==> config.mk <==
export PLATFORM = sky130hd
export DESIGN_NAME = ring_slot_reserve_commit_top
export DESIGN_NICKNAME = d
export VERILOG_FILES = /design/src/rtl/core/rsrc_pkg.sv /design/src/rtl/core/ring_slot_reserve_commit_top.sv /design/src/rtl/core/rsrc_amount_ram.sv /design/src/rtl/core/rsrc_ctrl.sv
export SDC_FILE = /design/constraint.sdc
export NUM_CORES = 1
export LEC_CHECK = 0
export BUFFER_PORTS_ARGS = -buffer_cell sky130_fd_sc_hd__buf_2
export CAP_MARGIN = 20
export CORE_MARGIN = 4
export CORE_UTILIZATION = 60
export DETAILED_ROUTE_END_ITERATION = 7
export PLACE_DENSITY_LB_ADDON = 0.25
export SYNTH_ARGS = -nofsm -noshare
export SYNTH_HDL_FRONTEND = slang
export SYNTH_SLANG_ARGS = --single-unit
export TNS_END_PERCENT = 5
==> constraint.sdc <==
create_clock -name clk -period 6 [get_ports clk]
set_input_delay 0.3 -clock clk [delete_from_list [all_inputs] [get_ports clk]]
set_output_delay 0.3 -clock clk [all_outputs]
set_load 0.005 [all_outputs]
==> src/rtl/core/rsrc_pkg.sv <==
`timescale 1ns / 1ps

package rsrc_pkg;

  localparam int SLOT_COUNT  = 16;
  localparam int SLOT_W      = $clog2(SLOT_COUNT);
  localparam int BLOCK_BYTES = 4096;
  localparam int AMT_W       = 13;
  localparam int STEP_W      = SLOT_W + 1;

  typedef enum logic [1:0] {
    MODE_RESERVE = 2'd0,
    MODE_COMMIT  = 2'd1,
    MODE_CLAIM   = 2'd2,
    MODE_RELEASE = 2'd3
  } mode_t;

  localparam logic [1:0] STATUS_DONE         = 2'd0;
  localparam logic [1:0] STATUS_NO_FREE      = 2'd1;
  localparam logic [1:0] STATUS_NO_COMMITTED = 2'd2;

  typedef enum logic [1:0] {
    S_IDLE,
    S_READ,
    S_SWEEP,
    S_DONE
  } ctrl_state_t;

  typedef struct packed {
    logic [1:0]  mode;
    logic [3:0]  slot;
    logic [15:0] write_amount;
    logic [15:0] read_capacity;
  } in_item_t;

  typedef struct packed {
    logic [1:0]       status;
    logic [3:0]       granted_slot;
    logic [AMT_W-1:0] stored_amount;
    logic [AMT_W-1:0] copy_length;
  } out_item_t;

  function automatic logic [SLOT_W-1:0] next_slot(input logic [SLOT_W-1:0] s);
    logic [SLOT_W-1:0] nxt;
    nxt = (s == SLOT_W'(SLOT_COUNT - 1)) ? '0 : s + 1'b1;
    return nxt;
  endfunction

  // clamp a byte count to the block size
  function automatic logic [AMT_W-1:0] sat_block(input logic [15:0] a);
    logic [AMT_W-1:0] r;
    r = (32'(a) < BLOCK_BYTES) ? AMT_W'(a) : AMT_W'(BLOCK_BYTES);
    return r;
  endfunction

endpackage

==> src/rtl/core/ring_slot_reserve_commit_top.sv <==
`timescale 1ns / 1ps
// order: reserve, failed claim and an out-of-range slot go from idle straight to the done state,
// a successful claim first reads the amount ram in the read state, and commit and release with a
// valid slot first sweep the cursor over the done slots, one per cycle, at most 16, then reach done
// flow: one request at a time, the next accepted once the result leaves the control fsm
// reset: synchronous active-low rst_n clears cursors, marks and valids; amounts are not cleared

module ring_slot_reserve_commit_top (
  input  logic                clk,
  input  logic                rst_n,
  input  logic                in_valid,
  output logic                in_stall,
  input  rsrc_pkg::in_item_t  in_data,
  output logic                out_valid,
  input  logic                out_stall,
  output rsrc_pkg::out_item_t out_data
);

  logic                          res_valid;
  logic                          res_ready;
  rsrc_pkg::out_item_t           res_data;
  logic                          ram_wr_en;
  logic [rsrc_pkg::SLOT_W-1:0]   ram_wr_addr;
  logic [rsrc_pkg::AMT_W-1:0]    ram_wr_data;
  logic [rsrc_pkg::SLOT_W-1:0]   ram_rd_addr;
  logic [rsrc_pkg::AMT_W-1:0]    ram_rd_data;

  logic                out_valid_r, out_valid_nxt;
  rsrc_pkg::out_item_t out_data_r;

  rsrc_ctrl u_ctrl (
    .clk         (clk),
    .rst_n       (rst_n),
    .in_valid    (in_valid),
    .in_stall    (in_stall),
    .in_data     (in_data),
    .res_valid   (res_valid),
    .res_ready   (res_ready),
    .res_data    (res_data),
    .ram_wr_en   (ram_wr_en),
    .ram_wr_addr (ram_wr_addr),
    .ram_wr_data (ram_wr_data),
    .ram_rd_addr (ram_rd_addr),
    .ram_rd_data (ram_rd_data)
  );

  rsrc_amount_ram #(
    .DEPTH (rsrc_pkg::SLOT_COUNT),
    .WIDTH (rsrc_pkg::AMT_W)
  ) u_amount_ram (
    .clk     (clk),
    .wr_en   (ram_wr_en),
    .wr_addr (ram_wr_addr),
    .wr_data (ram_wr_data),
    .rd_addr (ram_rd_addr),
    .rd_data (ram_rd_data)
  );

  // output register takes a result when empty or draining; the fsm waits in done while a held result is stalled
  assign res_ready = !out_valid_r || !out_stall;

  always_comb begin
    if (res_valid && res_ready) begin
      out_valid_nxt = 1'b1;
    end else if (out_valid_r && out_stall) begin
      out_valid_nxt = 1'b1;
    end else begin
      out_valid_nxt = 1'b0;
    end
  end

  always_ff @(posedge clk) begin
    if (!rst_n) begin
      out_valid_r <= 1'b0;
    end else begin
      out_valid_r <= out_valid_nxt;
    end
  end

  always_ff @(posedge clk) begin
    if (res_valid && res_ready) begin
      out_data_r <= res_data;
    end
  end

  assign out_valid = out_valid_r;
  assign out_data  = out_data_r;

endmodule

==> src/rtl/core/rsrc_amount_ram.sv <==
`timescale 1ns / 1ps

module rsrc_amount_ram #(
  parameter int DEPTH  = 16,
  parameter int WIDTH  = 13,
  parameter int ADDR_W = $clog2(DEPTH)
) (
  input  logic              clk,
  input  logic              wr_en,
  input  logic [ADDR_W-1:0] wr_addr,
  input  logic [WIDTH-1:0]  wr_data,
  input  logic [ADDR_W-1:0] rd_addr,
  output logic [WIDTH-1:0]  rd_data
);

  logic [WIDTH-1:0] mem [DEPTH];
  logic [WIDTH-1:0] rd_data_r;

  always_ff @(posedge clk) begin
    if (wr_en) begin
      mem[wr_addr] <= wr_data;
    end
  end

  always_ff @(posedge clk) begin
    rd_data_r <= mem[rd_addr];
  end

  assign rd_data = rd_data_r;

endmodule

==> src/rtl/core/rsrc_ctrl.sv <==
`timescale 1ns / 1ps

module rsrc_ctrl (
  input  logic                         clk,
  input  logic                         rst_n,
  input  logic                         in_valid,
  output logic                         in_stall,
  input  rsrc_pkg::in_item_t           in_data,
  output logic                         res_valid,
  input  logic                         res_ready,
  output rsrc_pkg::out_item_t          res_data,
  output logic                         ram_wr_en,
  output logic [rsrc_pkg::SLOT_W-1:0]  ram_wr_addr,
  output logic [rsrc_pkg::AMT_W-1:0]   ram_wr_data,
  output logic [rsrc_pkg::SLOT_W-1:0]  ram_rd_addr,
  input  logic [rsrc_pkg::AMT_W-1:0]   ram_rd_data
);

  rsrc_pkg::ctrl_state_t state_r, state_nxt;

  logic [rsrc_pkg::SLOT_W-1:0]     reserve_r, reserve_nxt;
  logic [rsrc_pkg::SLOT_W-1:0]     commit_r, commit_nxt;
  logic [rsrc_pkg::SLOT_W-1:0]     claim_r, claim_nxt;
  logic [rsrc_pkg::SLOT_W-1:0]     release_r, release_nxt;
  logic [rsrc_pkg::SLOT_COUNT-1:0] wmarks_r, wmarks_nxt;
  logic [rsrc_pkg::SLOT_COUNT-1:0] rmarks_r, rmarks_nxt;
  logic [rsrc_pkg::STEP_W-1:0]     steps_r, steps_nxt;
  logic                            sweep_rel_r, sweep_rel_nxt;
  rsrc_pkg::out_item_t             res_r, res_nxt;

  logic                        slot_ok;
  logic [rsrc_pkg::SLOT_W-1:0] slot_idx;
  logic                        ring_full;
  logic                        ring_empty;
  logic                        sweep_go;

  assign slot_ok    = 32'(in_data.slot) < rsrc_pkg::SLOT_COUNT;
  assign slot_idx   = rsrc_pkg::SLOT_W'(in_data.slot);
  assign ring_full  = rsrc_pkg::next_slot(reserve_r) == release_r;
  assign ring_empty = claim_r == commit_r;

  // one slot per cycle, at most a full lap
  assign sweep_go = (steps_r < rsrc_pkg::STEP_W'(rsrc_pkg::SLOT_COUNT)) &&
                    (sweep_rel_r ? rmarks_r[release_r] : wmarks_r[commit_r]);

  assign in_stall    = state_r != rsrc_pkg::S_IDLE;
  assign res_valid   = state_r == rsrc_pkg::S_DONE;
  assign res_data    = res_r;
  assign ram_rd_addr = claim_r;
  assign ram_wr_addr = slot_idx;
  assign ram_wr_data = rsrc_pkg::sat_block(in_data.write_amount);

  always_comb begin
    state_nxt = state_r;
    case (state_r)
      rsrc_pkg::S_IDLE: begin
        if (in_valid) begin
          case (in_data.mode)
            rsrc_pkg::MODE_COMMIT,
            rsrc_pkg::MODE_RELEASE: state_nxt = slot_ok ? rsrc_pkg::S_SWEEP : rsrc_pkg::S_DONE;
            rsrc_pkg::MODE_CLAIM:   state_nxt = ring_empty ? rsrc_pkg::S_DONE : rsrc_pkg::S_READ;
            default:                state_nxt = rsrc_pkg::S_DONE;
          endcase
        end
      end
      rsrc_pkg::S_READ:  state_nxt = rsrc_pkg::S_DONE;
      rsrc_pkg::S_SWEEP: state_nxt = sweep_go ? rsrc_pkg::S_SWEEP : rsrc_pkg::S_DONE;
      rsrc_pkg::S_DONE:  state_nxt = res_ready ? rsrc_pkg::S_IDLE : rsrc_pkg::S_DONE;
      default:           state_nxt = rsrc_pkg::S_IDLE;
    endcase
  end

  always_comb begin
    reserve_nxt   = reserve_r;
    commit_nxt    = commit_r;
    claim_nxt     = claim_r;
    release_nxt   = release_r;
    wmarks_nxt    = wmarks_r;
    rmarks_nxt    = rmarks_r;
    steps_nxt     = steps_r;
    sweep_rel_nxt = sweep_rel_r;
    res_nxt       = res_r;
    ram_wr_en     = 1'b0;
    case (state_r)
      rsrc_pkg::S_IDLE: begin
        if (in_valid) begin
          res_nxt       = '0;
          steps_nxt     = '0;
          sweep_rel_nxt = in_data.mode == rsrc_pkg::MODE_RELEASE;
          case (in_data.mode)
            rsrc_pkg::MODE_RESERVE: begin
              if (ring_full) begin
                res_nxt.status = rsrc_pkg::STATUS_NO_FREE;
              end else begin
                res_nxt.granted_slot = 4'(reserve_r);
                reserve_nxt          = rsrc_pkg::next_slot(reserve_r);
              end
            end
            rsrc_pkg::MODE_COMMIT: begin
              if (slot_ok) begin
                ram_wr_en            = 1'b1;
                wmarks_nxt[slot_idx] = 1'b1;
              end
            end
            rsrc_pkg::MODE_CLAIM: begin
              if (ring_empty) begin
                res_nxt.status = rsrc_pkg::STATUS_NO_COMMITTED;
              end else begin
                // stored amount arrives from the ram next cycle
                res_nxt.granted_slot = 4'(claim_r);
                res_nxt.copy_length  = rsrc_pkg::sat_block(in_data.read_capacity);
                claim_nxt            = rsrc_pkg::next_slot(claim_r);
              end
            end
            rsrc_pkg::MODE_RELEASE: begin
              if (slot_ok) begin
                rmarks_nxt[slot_idx] = 1'b1;
              end
            end
            default: begin
              res_nxt = '0;
            end
          endcase
        end
      end
      rsrc_pkg::S_READ: begin
        res_nxt.stored_amount = ram_rd_data;
      end
      rsrc_pkg::S_SWEEP: begin
        if (sweep_go) begin
          steps_nxt = steps_r + 1'b1;
          if (sweep_rel_r) begin
            rmarks_nxt[release_r] = 1'b0;
            release_nxt           = rsrc_pkg::next_slot(release_r);
          end else begin
            wmarks_nxt[commit_r] = 1'b0;
            commit_nxt           = rsrc_pkg::next_slot(commit_r);
          end
        end
      end
      default: begin
        res_nxt = res_r;
      end
    endcase
  end

  always_ff @(posedge clk) begin
    if (!rst_n) begin
      state_r   <= rsrc_pkg::S_IDLE;
      reserve_r <= '0;
      commit_r  <= '0;
      claim_r   <= '0;
      release_r <= '0;
      wmarks_r  <= '0;
      rmarks_r  <= '0;
    end else begin
      state_r   <= state_nxt;
      reserve_r <= reserve_nxt;
      commit_r  <= commit_nxt;
      claim_r   <= claim_nxt;
      release_r <= release_nxt;
      wmarks_r  <= wmarks_nxt;
      rmarks_r  <= rmarks_nxt;
    end
  end

  always_ff @(posedge clk) begin
    steps_r     <= steps_nxt;
    sweep_rel_r <= sweep_rel_nxt;
    res_r       <= res_nxt;
  end

endmodule

==> results.py <==
metrics = {
    "status": {
        "status": "finished clean",
    },
    "placement": {
        "place.gp.congestion": 0.8676,
        "port_buffers": 75,
        "dp_hpwl_mm": 18.30,
        "placed_area_mm2": 0.01439,
    },
    "synthesis": {
        "ys_warn_count": 0,
        "synth_seq_area_share_pct": 69.81,
        "async_flop_share_pct": 0,
        "synth_seq_cells": 342,
        "syn-num-nets": 892,
        "avgSynthCellArea_um2": 16.44,
        "syn_inst": 839,
        "ys.flop_type": "edfxtp_1",
        "synth_area_mm2": 0.01379,
        "synth-edff-count": 278,
        "synth.distinct_cells": 56,
    },
    "sta": {
        "worst_slew_pin_slew_ns": 1.005,
        "period_share_pct": 56.10,
        "hold_viol": 0,
        "fin_tns_setup_ns": 0,
        "rsz0062_at_grt": "false",
        "slew_headroom_pct": 32.75,
        "max_freq_ghz": 0.2971,
        "fin_hold_ws_ns": 0.1079,
        "finClkSkew_ns": 0.01423,
        "setup_viol": 0,
        "min_period_ns": 3.366,
        "drv_slew": 0,
    },
    "floorplanning": {
        "coreArea_mm2": 0.02264,
        "boundaryPins": 76,
        "die_w_um": 159.6,
        "initial_core_util_pct": 60.92,
        "die_h_um": 159.6,
        "num_rows": 55,
        "dieArea_mm2": 0.02548,
    },
    "clock_network": {
        "cts_root_buf": "clkbuf_16",
        "htreeDepth": 2,
        "clk_path_buf_depth": 3,
        "cts.sinks": 342,
        "clk_pin_slew_ns": 0.06,
        "cts_tree": "built",
        "cts_buffers": 34,
        "cts_setup_buffers": 0,
        "holdBufCountCts": 0,
        "clk_latency_ns": 0.51,
        "cts_resized": 0,
    },
    "drt": {
        "ant_nets": 0,
        "avgViaCountPerCell": 6.246,
        "wire_per_inst_um": 23.63,
        "dr.pass1.iters": 5,
        "via_count": 7733,
        "met2_length_mm": 14.29,
        "met3_length_mm": 2.699,
        "wl_mm": 29.26,
        "drt_iter0_markers": 1025,
        "wl_met1_mm": 11.50,
        "drc_errors": 0,
        "top_layer": "met5",
    },
    "setup_path": {
        "worst-r2r-cell-count": 7,
        "worstPathRequired_ns": 6.12,
        "critical_path.max_fanout": 26,
        "cp.arrival_ns": 3.49,
        "crit_top_cell": "nor2_1",
        "cp-startpoint": "u_ctrl.state_r[1]",
        "cp_top_family": "simple AND/OR/NAND/NOR gates",
        "crit_slowest_cell": "nor2_1",
        "endpoint_kind": "flip-flop",
        "critPathMaxStageDelay_ns": 0.82,
        "reg2reg_to": "u_amount_ram.mem[6][10]",
        "criticalPathCategory": "flip-flop to flip-flop",
        "r2r-start": "u_ctrl.state_r[1]",
        "ff2ff_setup_slack_ns": 2.63,
        "start_kind": "flip-flop",
        "path_cells": "nor2_1, nand2_1, inv_1, buf_4, nand3b_1, nand2b_1, nor2_1",
        "critical_path_buf_inv_count": 2,
    },
    "power": {
        "switching_power_uw": 991.2,
        "p_sw_share_pct": 20.43,
        "p_int_mw": 3.861,
        "vdd_drop_max_v": 0.0001945,
        "leakage_nw": 5.591,
        "pwr-share-comb_pct": 3.5,
        "p_seq_share_pct": 53.9,
        "power.density_mw_per_mm2": 308.4,
        "clock_power_share_pct": 42.6,
    },
    "layout": {
        "design_area_mm2": 0.01573,
        "drive_gt1_share_pct": 25.74,
        "final_common_cell": "edfxtp_1",
        "syn_to_final_growth_pct": 14.06,
        "n_fill_cell": 1397,
        "num-nets-final": 979,
        "layout_common_cells": "edfxtp_1 (278), buf_2 (75), mux4_2 (69), dfxtp_1 (62), nand2_1 (55)",
    },
    "run": {
        "max-cap-violations": 0,
    },
    "worst_hold_path": {
        "hold_path_class": "input pin to flip-flop",
        "min_from": "in_data[1]",
        "hold_depth": 2,
        "worstHoldEndpoint": "u_ctrl.res_data[1]",
    },
    "global_routing": {
        "grt_pass1_vias": 7631,
        "grt_pass1_wl_mm": 45.05,
        "grt_max_degree": 77,
        "grt_use_total_pct": 22.89,
        "grt_antenna_before_repair": 4,
        "grt-ovfl-total": 0,
    },
}
## cell families after synthesis
logic type | synth area share [%]
fa+ha+maj | 0.9978
compound gates | 4.327
simple gates | 8.418
xor+xnor | 0.8890
flops | 69.81
buf+inv | 2.123
mux | 13.43
## layer usage
metal,vias to the layer above,global-route usage (%)
met5,-,0
met4,6,7.535
met3,60,5.600
met2,395,36.63
met1,3849,31.51
li1,3423,-
## power groups by stage
stage          Sequential [mW]  Combinational (mW)  Clock [mW]
4_1_cts                   2.62               0.161        2.10
3_5_place_dp              2.67               0.159           0
3_3_place_gp              2.67               0.153           0
5_1_grt                   2.62               0.183        2.21
6_report                  2.62               0.167        2.07
2_1_floorplan             2.66              0.0975           0
## synthesized netlist by cell type, types with 2 or more instances
cell      count  area [um2]
xnor2_1       5       43.79
buf_2         6       30.03
o21ai_0      21       105.1
a31oi_1      14       87.58
a21oi_1      20       100.1
nor3b_1       7       52.55
dfxtp_1      64        1281
inv_1        13       48.80
nor2b_1       8       50.05
and3_1       16       100.1
nor4_1        6       37.54
nand3_1      15       75.07
buf_6         6       67.56
mux4_2       69        1554
nand4_1       3       18.77
nand3b_1      3       22.52
or3_1         4       25.02
nor2_1       48       180.2
xor2_1        9       78.83
o211ai_1      8       60.06
nor3_1       13       65.06
o221a_2       3       33.78
mux2i_1      25       250.2
clkbuf_1     33       123.9
nand2_1      55       206.5
a21boi_0      3       22.52
a22o_1        4       35.03
ha_1         11       137.6
and3b_1       2       17.52
mux2_2        2       22.52
nand2b_1     10       62.56
edfxtp_1    278        8348
buf_4         2       15.01
and2_1       31       193.9
## worst register-to-register path, delay by kind of cell (launching register included)
kind,cells,cell delay (ns)
simple gates,5,2.26
buf+inv,2,0.37
flops,1,0.37
## registers in the layout (all words and copies together) (netlist names), 2 cells and up
| register | flops |
|---|---|
| u_ctrl.reserve_r | 4 |
| u_ctrl.rmarks_r | 16 |
| u_ctrl.release_r | 4 |
| u_ctrl.res_data | 32 |
| u_ctrl.wmarks_r | 16 |
| u_ctrl.ram_rd_addr | 4 |
| u_ctrl.state_r | 2 |
| u_amount_ram.mem | 208 |
| u_amount_ram.rd_data | 13 |
| out_data | 32 |
| u_ctrl.steps_r | 5 |
| u_ctrl.commit_r | 4 |
## per-stage QoR
| step | util, % | setup slack [ns] | total power [mW] | std cells |
|---|---|---|---|---|
| final | 69.49 | 2.634 | 4.852 | 1238 |
| after CTS | 68.39 | 2.560 | 4.875 | 1219 |
| after floorplan | - | 2.674 | 2.760 | 839 |
| after global placement | 63.58 | 2.765 | 2.819 | 1157 |
| after detailed placement | 63.58 | 2.591 | 2.828 | 1157 |
| after global routing | 69.48 | 2.394 | 5.012 | 1237 |
## worst max path at each step
stage,endpoint,depth (start not counted),slack (ns)
6_report,u_amount_ram.mem[6][10],7,2.63
5_1_grt,u_amount_ram.mem[6][0],7,2.39
4_1_cts,u_amount_ram.mem[1][3],7,2.56
3_5_place_dp,u_amount_ram.mem[7][1],7,2.59
3_3_place_gp,u_amount_ram.mem[1][3],7,2.77
2_1_floorplan,u_amount_ram.mem[12][0],6,2.67
## layout make-up
class	instances	area, um2	share of cell area, %
Inverter	14	52.55	0.3340
Clock inverter	18	182.7	1.161
Sequential cell	342	9634	61.24
Clock buffer	44	908.4	5.774
Antenna cell	1	2.502	0.01591
Multi-Input combinational cell	435	3930	24.98
Timing Repair Buffer	99	665.6	4.231
Tap cell	285	356.6	2.267
(Power assumes the default switching activity.)
